**config.mk**
```make
export PLATFORM = sky130hd
export DESIGN_NAME = delta_list_task_scheduler_core
export DESIGN_NICKNAME = d
export VERILOG_FILES = /design/src/hdl/dlts_pkg.sv /design/src/hdl/delta_list_task_scheduler_core.sv
export SDC_FILE = /design/constraint.sdc
export NUM_CORES = 2
export LEC_CHECK = 0
export BUFFER_PORTS_ARGS = -buffer_cell sky130_fd_sc_hd__buf_2
export CORE_AREA = 4 4 382 384
export CTS_CLUSTER_DIAMETER = 100
export DETAILED_ROUTE_END_ITERATION = 8
export DIE_AREA = 0 0 386 388
export PLACE_DENSITY = 0.77
export SLEW_MARGIN = 25
export SYNTH_ARGS = -nofsm -noshare
export SYNTH_HDL_FRONTEND = slang
export SYNTH_SLANG_ARGS = --single-unit
```
**constraint.sdc**
```tcl
create_clock -name clk -period 20.1 [get_ports clk]
set_input_delay 4.02 -clock clk [delete_from_list [all_inputs] [get_ports clk]]
set_output_delay 4.02 -clock clk [all_outputs]
set_load 0.02 [all_outputs]
```
**src/hdl/dlts_pkg.sv**
```systemverilog
// Package: shared types and constants for the delta-list task scheduler.
package dlts_pkg;

	localparam int MaxTasksDefault = 16;
	localparam logic [31:0] ReservedId = 32'd0;

	typedef enum logic [1:0] {
		OP_TICK     = 2'd0,
		OP_ADD      = 2'd1,
		OP_DISPATCH = 2'd2,
		OP_NONE     = 2'd3
	} op_t;

	typedef enum logic [1:0] {
		ST_DONE     = 2'd0,
		ST_FULL     = 2'd1,
		ST_NO_READY = 2'd2
	} status_t;

	typedef enum logic [3:0] {
		S_IDLE,
		S_TICK_RD,
		S_TICK_WR,
		S_ADD_RD,
		S_ADD_CHK,
		S_SHIFT_RD,
		S_SHIFT_WR,
		S_ADD_FILL,
		S_POP_RD,
		S_POP_CHK,
		S_POP_SHIFT_RD,
		S_POP_SHIFT_WR,
		S_OUT
	} state_t;

	typedef struct packed {
		logic [7:0]  handle;
		logic [31:0] delta;
		logic [31:0] period;
		logic [31:0] id;
		logic        ready;
	} entry_t;

endpackage

```
**src/hdl/delta_list_task_scheduler_core.sv**
```systemverilog
// Top level: delta-list timer queue with one table memory and a sequencer.
// A tick reads and rewrites the head entry. An add walks the list, shifts the entries
// behind the insert point and writes the new one; an add to a full table reports full
// at once. A dispatch shifts the remaining entries up and re-adds a periodic task with
// a walk of its own. One word is taken at a time: in_ready stays low from accept until
// the result has been taken.
module delta_list_task_scheduler_core #(
	parameter int MAX_TASKS = dlts_pkg::MaxTasksDefault
) (
	input  logic        clk,
	input  logic        arst_n,
	input  logic        in_valid,
	output logic        in_ready,
	input  logic [1:0]  operation,
	input  logic [7:0]  task_handle,
	input  logic [31:0] delay,
	input  logic [31:0] period,
	output logic        out_valid,
	input  logic        out_ready,
	output logic [1:0]  status,
	output logic [7:0]  task_handle_out,
	output logic [31:0] task_id
);
	localparam int AW = $clog2(MAX_TASKS);
	localparam int CW = $clog2(MAX_TASKS + 1);

	// Entry table: valid entries always fill slots 0 .. count_q-1, so
	// a fill count stands in for the valid bits.
	// Reset: arst_n clears the fill count, id counter, sequencer and output valid.
	dlts_pkg::entry_t mem [MAX_TASKS];
	dlts_pkg::entry_t rd_q;
	logic             mem_we;
	logic [AW-1:0]    mem_wa, mem_ra;
	dlts_pkg::entry_t mem_wd;

	always_ff @(posedge clk) begin
		if (mem_we) mem[mem_wa] <= mem_wd;
		rd_q <= mem[mem_ra];
	end

	dlts_pkg::state_t state_q, state_d;
	logic [CW-1:0] count_q;
	logic [31:0]   idc_q;
	logic [AW-1:0] idx_q;       // walk / shift pointer
	logic [32:0]   sum_q;       // running delta sum
	logic [7:0]    h_q;
	logic [31:0]   d_q, p_q;
	logic          readd_q;     // add walk is a periodic re-add
	logic [AW-1:0] ins_q;       // insert position
	logic [31:0]   split_q;     // new delta of the entry behind the insert
	logic          split_q_v;
	logic [1:0]    st_q;
	logic [7:0]    oh_q;
	logic [31:0]   oid_q;
	logic          ov_q;

	logic [32:0] sum_nx;
	logic [31:0] id_nx;
	assign sum_nx = sum_q + {1'b0, rd_q.delta};
	assign id_nx  = (idc_q + 32'd1 == dlts_pkg::ReservedId) ? idc_q + 32'd2 : idc_q + 32'd1;

	assign in_ready        = (state_q == dlts_pkg::S_IDLE) && !ov_q;
	assign out_valid       = ov_q;
	assign status          = st_q;
	assign task_handle_out = oh_q;
	assign task_id         = oid_q;

	// next state
	always_comb begin
		state_d = state_q;
		unique case (state_q)
			dlts_pkg::S_IDLE: begin
				if (in_valid && in_ready) begin
					unique case (dlts_pkg::op_t'(operation))
						dlts_pkg::OP_TICK:     state_d = dlts_pkg::S_TICK_RD;
						dlts_pkg::OP_ADD:      state_d = dlts_pkg::S_ADD_RD;
						dlts_pkg::OP_DISPATCH: state_d = dlts_pkg::S_POP_RD;
						default:               state_d = dlts_pkg::S_OUT;
					endcase
				end
			end
			dlts_pkg::S_TICK_RD: state_d = dlts_pkg::S_TICK_WR;
			dlts_pkg::S_TICK_WR: state_d = dlts_pkg::S_OUT;
			dlts_pkg::S_ADD_RD: begin
				if (count_q == CW'(MAX_TASKS))
					state_d = readd_q ? dlts_pkg::S_IDLE : dlts_pkg::S_OUT;
				else if (CW'(idx_q) == count_q)
					state_d = dlts_pkg::S_ADD_FILL;
				else
					state_d = dlts_pkg::S_ADD_CHK;
			end
			dlts_pkg::S_ADD_CHK: begin
				if (sum_nx > {1'b0, d_q})
					state_d = (count_q[AW-1:0] == idx_q) ?
						dlts_pkg::S_ADD_FILL : dlts_pkg::S_SHIFT_RD;
				else
					state_d = dlts_pkg::S_ADD_RD;
			end
			dlts_pkg::S_SHIFT_RD: state_d = dlts_pkg::S_SHIFT_WR;
			dlts_pkg::S_SHIFT_WR:
				state_d = (idx_q == ins_q + AW'(1)) ?
					dlts_pkg::S_ADD_FILL : dlts_pkg::S_SHIFT_RD;
			dlts_pkg::S_ADD_FILL: state_d = readd_q ? dlts_pkg::S_IDLE : dlts_pkg::S_OUT;
			dlts_pkg::S_POP_RD: state_d = dlts_pkg::S_POP_CHK;
			dlts_pkg::S_POP_CHK: begin
				if (count_q == '0 || !rd_q.ready)
					state_d = dlts_pkg::S_OUT;
				else if (count_q == CW'(1))
					state_d = (rd_q.period == '0) ? dlts_pkg::S_OUT : dlts_pkg::S_ADD_RD;
				else
					state_d = dlts_pkg::S_POP_SHIFT_RD;
			end
			dlts_pkg::S_POP_SHIFT_RD: state_d = dlts_pkg::S_POP_SHIFT_WR;
			dlts_pkg::S_POP_SHIFT_WR: begin
				if (CW'(idx_q) + CW'(1) == count_q)
					state_d = (p_q == '0) ? dlts_pkg::S_OUT : dlts_pkg::S_ADD_RD;
				else
					state_d = dlts_pkg::S_POP_SHIFT_RD;
			end
			dlts_pkg::S_OUT: state_d = dlts_pkg::S_IDLE;
			default: state_d = dlts_pkg::S_IDLE;
		endcase
	end

	// memory port control
	always_comb begin
		mem_we = 1'b0;
		mem_wa = idx_q;
		mem_ra = idx_q;
		mem_wd = rd_q;
		unique case (state_q)
			dlts_pkg::S_IDLE:   mem_ra = '0;
			dlts_pkg::S_TICK_WR: begin
				mem_wa = '0;
				mem_we = (count_q != '0) && !rd_q.ready;
				if (rd_q.delta != '0) mem_wd.delta = rd_q.delta - 32'd1;
				mem_wd.ready = (mem_wd.delta == '0);
			end
			dlts_pkg::S_SHIFT_RD: mem_ra = idx_q - AW'(1);
			dlts_pkg::S_SHIFT_WR: begin
				mem_we = 1'b1;
				if (idx_q == ins_q + AW'(1) && split_q_v) mem_wd.delta = split_q;
			end
			dlts_pkg::S_ADD_FILL: begin
				mem_we = 1'b1;
				mem_wa = ins_q;
				mem_wd.handle = h_q;
				mem_wd.delta  = d_q - sum_q[31:0];
				mem_wd.period = p_q;
				mem_wd.id     = id_nx;
				mem_wd.ready  = (mem_wd.delta == '0);
			end
			dlts_pkg::S_POP_RD: mem_ra = '0;
			dlts_pkg::S_POP_CHK: mem_ra = AW'(1);
			dlts_pkg::S_POP_SHIFT_RD: mem_ra = idx_q + AW'(1);
			dlts_pkg::S_POP_SHIFT_WR: mem_we = 1'b1;
			default: ;
		endcase
	end

	always_ff @(posedge clk or negedge arst_n) begin
		if (!arst_n) begin
			state_q <= dlts_pkg::S_IDLE;
			count_q <= '0;
			idc_q   <= '0;
			ov_q    <= 1'b0;
		end else begin
			state_q <= state_d;
			// a periodic re-add presents the dispatch result when its walk ends
			if (state_q == dlts_pkg::S_OUT ||
			    (readd_q && state_q != dlts_pkg::S_IDLE && state_d == dlts_pkg::S_IDLE))
				ov_q <= 1'b1;
			else if (out_ready)
				ov_q <= 1'b0;
			if (state_q == dlts_pkg::S_ADD_FILL) begin
				count_q <= count_q + CW'(1);
				idc_q   <= id_nx;
			end
			if (state_q == dlts_pkg::S_POP_CHK && count_q != '0 && rd_q.ready)
				count_q <= count_q - CW'(1);
		end
	end

	// datapath registers
	always_ff @(posedge clk) begin
		unique case (state_q)
			dlts_pkg::S_IDLE: begin
				if (in_valid && in_ready) begin
					h_q <= task_handle; d_q <= delay; p_q <= period;
					idx_q <= '0; sum_q <= '0; readd_q <= 1'b0; split_q_v <= 1'b0;
					st_q <= dlts_pkg::ST_DONE; oh_q <= '0; oid_q <= '0;
				end
			end
			dlts_pkg::S_ADD_RD: begin
				ins_q <= idx_q;
				if (count_q == CW'(MAX_TASKS) && !readd_q) st_q <= dlts_pkg::ST_FULL;
			end
			dlts_pkg::S_ADD_CHK: begin
				if (sum_nx > {1'b0, d_q}) begin
					// split the following delta, then shift from the tail
					split_q   <= 32'(sum_nx - {1'b0, d_q});
					split_q_v <= 1'b1;
					idx_q     <= count_q[AW-1:0];
				end else begin
					sum_q <= sum_nx;
					idx_q <= idx_q + AW'(1);
					ins_q <= idx_q + AW'(1);
				end
			end
			dlts_pkg::S_SHIFT_WR: idx_q <= idx_q - AW'(1);
			dlts_pkg::S_ADD_FILL: if (!readd_q) oid_q <= id_nx;
			dlts_pkg::S_POP_CHK: begin
				if (count_q == '0 || !rd_q.ready) st_q <= dlts_pkg::ST_NO_READY;
				else begin
					oh_q <= rd_q.handle; oid_q <= rd_q.id;
					h_q <= rd_q.handle; d_q <= rd_q.period; p_q <= rd_q.period;
					readd_q <= 1'b1;
				end
			end
			dlts_pkg::S_POP_SHIFT_WR: begin
				// a re-add walk starts from slot 0
				if (state_d == dlts_pkg::S_ADD_RD) begin
					idx_q <= '0; sum_q <= '0;
				end else
					idx_q <= idx_q + AW'(1);
			end
			default: ;
		endcase
	end

endmodule
```
Yosys cells after proc, flatten, opt, wreduce, memory -nomap -nowiden
Memory sizes are Yosys's and may differ from the RTL's. A register that Yosys moved wholly into a read port is not among the register bits.
Index checks and enable logic that the tools add are counted.
- bits in registers: 231
- bits in latches: 0
- bits in writable memories: 1680
- ROM bits: 0
- input bits: 78
- output and inout bits: 44
- logic and storage cells: 168
- memories kept: 1
- $add $sub $neg: 12
- $mul: 0
- divide/modulo/power cells: 0
- order comparisons: 1
- equal/unequal tests: 29
- shift-type cells: 0
- multiplexer cells: 64
- bitwise gates (word level): 0
- reduce and logical (&&, ||, !) cells: 45
- memory list (name ; depth ; bits a word ; read ports ; clocked after Yosys merged registers in ; wr ports ; line ; RTL):
    mem ; 16 ; 105 ; 1 ; 1 ; 1 ; delta_list_task_scheduler_core.sv:30 ; dlts_pkg::entry_t mem [MAX_TASKS];
- operators by type and width (kind ; count):
    32-bit two-way mux ; 10
    32-bit case mux with 3 select lines ; 2
    32-bit logical NOT ; 5
    32-bit case mux with 2 select lines ; 2
    33-bit two-way mux ; 3
    33-bit case mux with 3 select lines ; 1
    64-bit two-way mux ; 1
    32-bit subtractor ; 2
    4-bit two-way mux ; 12
    4-bit case mux with 12 select lines ; 1
    33-bit by 32-bit adder with 33-bit output ; 1
    33-bit by 32-bit > comparator with 1-bit output ; 1
    32-bit by 1-bit adder with 32-bit output, second input constant ; 1
    32-bit by 2-bit adder with 32-bit output, second input constant ; 1
    8-bit two-way mux ; 4
    4-bit case mux with 4 select lines ; 2
    8-bit case mux with 2 select lines ; 2
    32-bit nonzero test ; 1
    32-bit by 1-bit subtractor with 32-bit output, second input constant ; 1
    4-bit == test, second input constant ; 5
    4-bit by 3-bit == test with 1-bit output, second input constant ; 4
    4-bit case mux with 2 select lines ; 2
    4-bit by 2-bit == test with 1-bit output, second input constant ; 3
    2-bit two-way mux ; 6
    36 further kinds ; 78

Logic depth before layout (Yosys ltp)
- word-level depth: 9
- depth in mapped cells: 22
- depth with buffers taken out: 21

Worst setup path after synthesis
No wires, ideal clock.
- path kind: reg2reg
- start point: reg sum_q[0]
- end point: reg sum_q[0], enable pin
- library setup time: 0.473 ns
- arrival: 7.354 ns
- required time: 19.627 ns
- setup slack: 12.273 ns
- stages on the path, launching flop included: 23
- buffers on the path: 1
- clock period less this slack: 7.827 ns
- cells stage by stage: edfxtp_1 ha_1 fa_1 a21o_1 a21oi_1 o21ai_0 nand3_1 o21ai_0 a21o_1 a21oi_1 xnor2_1 ha_1 a21o_1 a21o_1 a21o_1 nand2_1 o221ai_1 a221o_1 nand4_1 o211ai_1 and2_0 clkbuf_1 a211oi_1
- cells in the longest elaborated chain, start to end: 7
- elaborated cells on any way between the ends: 8
- those cells by class: 1 x add/sub; 1 x order compare; 3 x eq/ne; 2 x mux; 1 x reduce/logical
- ends and longest elaborated chain (element ; line ; RTL):
    start: declaration ; delta_list_task_scheduler_core.sv:45 ; logic [32:0] sum_q;
    start signal: assignment ; delta_list_task_scheduler_core.sv:205 ; sum_q <= sum_nx;
    33-bit by 32-bit adder with 33-bit output * ; delta_list_task_scheduler_core.sv:59 ; assign sum_nx = sum_q + {1'b0, rd_q.delta};
    named net sum_nx[14] ; delta_list_task_scheduler_core.sv:57 ; logic [32:0] sum_nx;
    33-bit by 32-bit > comparator with 1-bit output * ; delta_list_task_scheduler_core.sv:93, delta_list_task_scheduler_core.sv:199 ;
    3-bit two-way mux ; delta_list_task_scheduler_core.sv:93 ; if (sum_nx > {1'b0, d_q})
    4-bit case mux with 12 select lines ; delta_list_task_scheduler_core.sv:71 ; unique case (state_q)
    4-bit by 2-bit == test with 1-bit output ; delta_list_task_scheduler_core.sv:222 ; if (state_d == dlts_pkg::S_ADD_RD) begin
    2-bit != test (no source line) ; - ;
    4-bit AND reduction (no source line) * ; - ;
Mark *: on every way through the listed nets, which the timed path passes. The rest lies on a longest branch.
A chain may end at the register's enable or synchronous reset.

Worst setup path after layout
- start point: reg state_q[0]
- end point: out in_ready
- cells in the longest elaborated chain, start to end: 2
- ends and longest elaborated chain (element ; line ; RTL):
    start: declaration ; delta_list_task_scheduler_core.sv:41 ; dlts_pkg::state_t state_q, state_d;
    start signal: assignment ; delta_list_task_scheduler_core.sv:163 ; state_q <= dlts_pkg::S_IDLE;
    start signal: assignment ; delta_list_task_scheduler_core.sv:168 ; state_q <= state_d;
    4-bit logical NOT ; delta_list_task_scheduler_core.sv:62 ; assign in_ready = (state_q == dlts_pkg::S_IDLE) && !ov_q;
    1-bit logical AND ; delta_list_task_scheduler_core.sv:62 ;
    end: declaration ; delta_list_task_scheduler_core.sv:13 ; output logic in_ready,
Every way passes these cells.

==> metrics.md <==
| Metric | Value |
|---|---|
| Total of max-cap violations | `0` |
| # IOs | `122` |
| Setup_tns | `0 ns` |
| Register area | `59300 µm²` |
| Core Box Area | `143000 µm²` |
| Ys Warns | `0` |
| Most frequent cells in the layout | `edfxtp_1, nand2_1, a211oi_1, and2_1, a21oi_1` |
| Final slew viol count | `0` |
| Die Ht | `388 µm` |
| Via count | `57100` |
| Status | `complete, no violations` |
| Worst Skew | `0.0537 ns` |
| Mapped Cells | `6817` |
| Post-synth EDFFs | `1869` |
| Mean post-synth cell area | `12.7 µm²` |
| Area fraction of the dominant cell type after synthesis | `64.9%` |
| Kind of critical path | `reg2out` |
| Worst min-delay path category | `reg2reg` |
| Area grow syn2layout | `9.89%` |
| CTS tree | `done` |
| Leakage power | `32.5 nW` |
| Peak VDD IR | `0.216 mV` |
| Vias in the first global route | `54400` |
| FP Rows | `139` |
| GRT met3 Usage | `4.52%` |
| Setup bufs post-CTS | `0` |
| CTS max path bufs | `3` |
| GPL Wtd Cong | `0.935` |
| Period utilization | `33.7%` |
| Hold Buf Count CTS | `0` |
| First-pass GRT wire length | `330000 µm` |
| Routed vias/inst | `6.45` |
| WL/cell | `24.8 µm` |
| All-Layer GR Usage | `29.0%` |
| Clock sinks | `2016` |
| Clock transition at the registers of the reported paths | `0.06 ns` |
| Pin count of the biggest net entering global routing | `229` |
| Busiest layer in global routing | `met2` |
| Initial antenna violation count | `2` |
| Top cell type by total area after synthesis | `edfxtp_1` |
| PD cells | `184 nW/µm²` |
| Total Wirelength | `220000 µm` |
| DPL Wire Length | `122000 µm` |
| DRC | `0` |
| Nets | `6974` |
| Clock period minus worst slack | `6.78 ns` |
| Syn_nets | `7004` |
| Total gr overflow | `0` |
| FMAX | `0.147 GHz` |
| Synth Register Bits | `2016` |
| Finish-stage setup viols | `0` |
| Endpoint type of the worst setup path | `output pin` |
| Most used DFF post-synth | `edfxtp_1` |
| Post-synthesis sequential area ratio | `68.6%` |
| Ranking of synthesized cells by area | `edfxtp_1, nand2_1, a211oi_1` |
| Critical path startpoint category | `flip-flop` |
| Worst-path maximum fanout | `22` |
| Die W | `386 µm` |
| Dpl ws | `13.99 ns` |
| Final hold violations | `0` |
| Post-synth ARST share | `2.08%` |
| Req. time, crit path | `16.08 ns` |
| Starting Density | `60.5%` |
| Worst slew pin tran | `1.10 ns` |
| Proportion of layout cells with a drive suffix above 1 | `8.03%` |
| H-Tree Depth | `4` |
| Synth Cell Area | `86400 µm²` |
| Clk Latency, worst-skew pair | `0.85 ns` |
| M2 GR Usage | `46.8%` |
| RSZ-0062 raised after global routing | `false` |
| Area of the die | `150000 µm²` |
| Post-CTS Resized | `0` |
| Iter 0 DRT Violations | `6945` |
| Multi-input gate area | `25200 µm²` |
| Port bufs | `121` |
| GR Util met1 | `40.2%` |
| Rel. slew slack | `26.4%` |
| Fillers | `9787` |
| First-pass iteration count of the detailed router | `6` |
| Fin worst setup slack | `13.32 ns` |
| Antenna Violating Nets Remaining | `0` |
| Critical Path AT | `2.76 ns` |
| Commonest non-fill, non-tap cell in the layout | `edfxtp_1` |
| Library cells used by synthesis | `89` |
| Root buf cell | `clkbuf_16` |
| Inserted Clock Buffers | `188` |
[Yosys cell counts (all sizes together), types with 8 or more instances]
cell    number
a21oi      356
nand3       57
dfxtp      105
xor2        51
or2          8
or3         10
nand4       36
nor3        59
edfxtp    1869
nor2       139
o31ai       10
ha         106
a221oi      13
nand2     1326
a221o        8
nor4        46
buf         31
a311oi     212
a22oi        8
o22ai        9
xnor2       99
a21o        89
dfrtp       42
nor2b       14
and4        10
a211oi     538
o21a        17
inv        124
a31oi      232
o21bai       9
and2       456
o211ai      18
mux2i       11
and3        25
o21ai      123
nand2b      24
clkbuf     424
[worst paths after layout]
kind	start	slack, ns	depth (start not counted)	end
min reg2reg	out_valid$_DFFE_PN0P_	0.54	2	out_valid$_DFFE_PN0P_
min	out_valid$_DFFE_PN0P_	0.54	2	out_valid$_DFFE_PN0P_
max in group asynchronous	arst_n	16.41	2	count_q[0]$_DFFE_PN0P_
max reg2reg	rd_q[65]$_DFF_P_	13.77	22	sum_q[22]$_SDFFCE_PN0P_
min in group asynchronous	arst_n	3.13	1	idc_q[16]$_DFFE_PN0P_
max	state_q[0]$_DFF_PN0_	13.32	4	in_ready
[layer usage]
layer  wire length [µm]  vias up  share of wire (%)
met4               7390        0                3.4
met3              19200      439                8.7
met5                  0        -                  0
met1              86000    28300                 39
met2             107000     2795                 49
li1                   -    25600                  -
[power by group]
| group | switching [W] | total, W | leakage [nW] | internal [W] |
|---|---|---|---|---|
| Combinational | 0.00532 | 0.00778 | 11.3 | 0.00245 |
| Clock | 0.00150 | 0.00348 | 2.93 | 0.00198 |
| Sequential | 0.000357 | 0.00618 | 18.3 | 0.00582 |
[per-stage QoR]
step                      instance area [µm²]  util (%)  std cells  total power (W)  hold slack (ns)
after floorplan                         86400         -       6817           0.0117            0.491
after global placement                  88800      62.2       8494           0.0136            0.511
after detailed placement                88800      62.2       8496           0.0138            0.524
after CTS                               94900      66.4       8849           0.0173            0.540
after global routing                    95000      66.5       8853           0.0184            0.552
final                                   95000      66.5       8855           0.0174            0.544
[critical path, cell delays in order, from the launching register on]
cell and delay, ns:
dfrtp_1 0.66, nor2_1 0.40, nand2_1 0.16, nor2_1 0.44
buf_2 0.26
[state kept, by name (all words and copies together), names as in the netlist]
| name | flops |
|---|---|
| state_q | 4 |
| readd_q | 1 |
| split_q_v | 1 |
| status | 2 |
| ins_q | 4 |
| out_valid | 1 |
| idx_q | 4 |
| count_q | 5 |
| sum_q | 33 |
| task_id | 32 |
| h_q | 8 |
| task_handle_out | 8 |
| rd_q | 105 |
| split_q | 32 |
| p_q | 32 |
| d_q | 32 |
| mem | 1680 |
| idc_q | 32 |
[layout make-up]
class,count,share of cell area (%)
Clock buffer,273,5.55
Antenna cell,2,0.00527
Sequential cell,2016,62.4
Multi-Input combinational cell,4220,26.5
Inverter,126,0.501
Clock inverter,80,0.825
Timing Repair Buffer,235,1.69
Tap cell,1903,2.51
[cell families after synthesis]
logic type | share of synthesized area, %
AOI/OAI and AO/OA | 13.6
buffers and inverters | 2.60
DFF | 68.6
muxes | 0.166
xor gates and xnor gates | 1.52
and+or+nand+nor | 12.0
adders and majority gates | 1.60
Power figures use the tool's default switching activity.
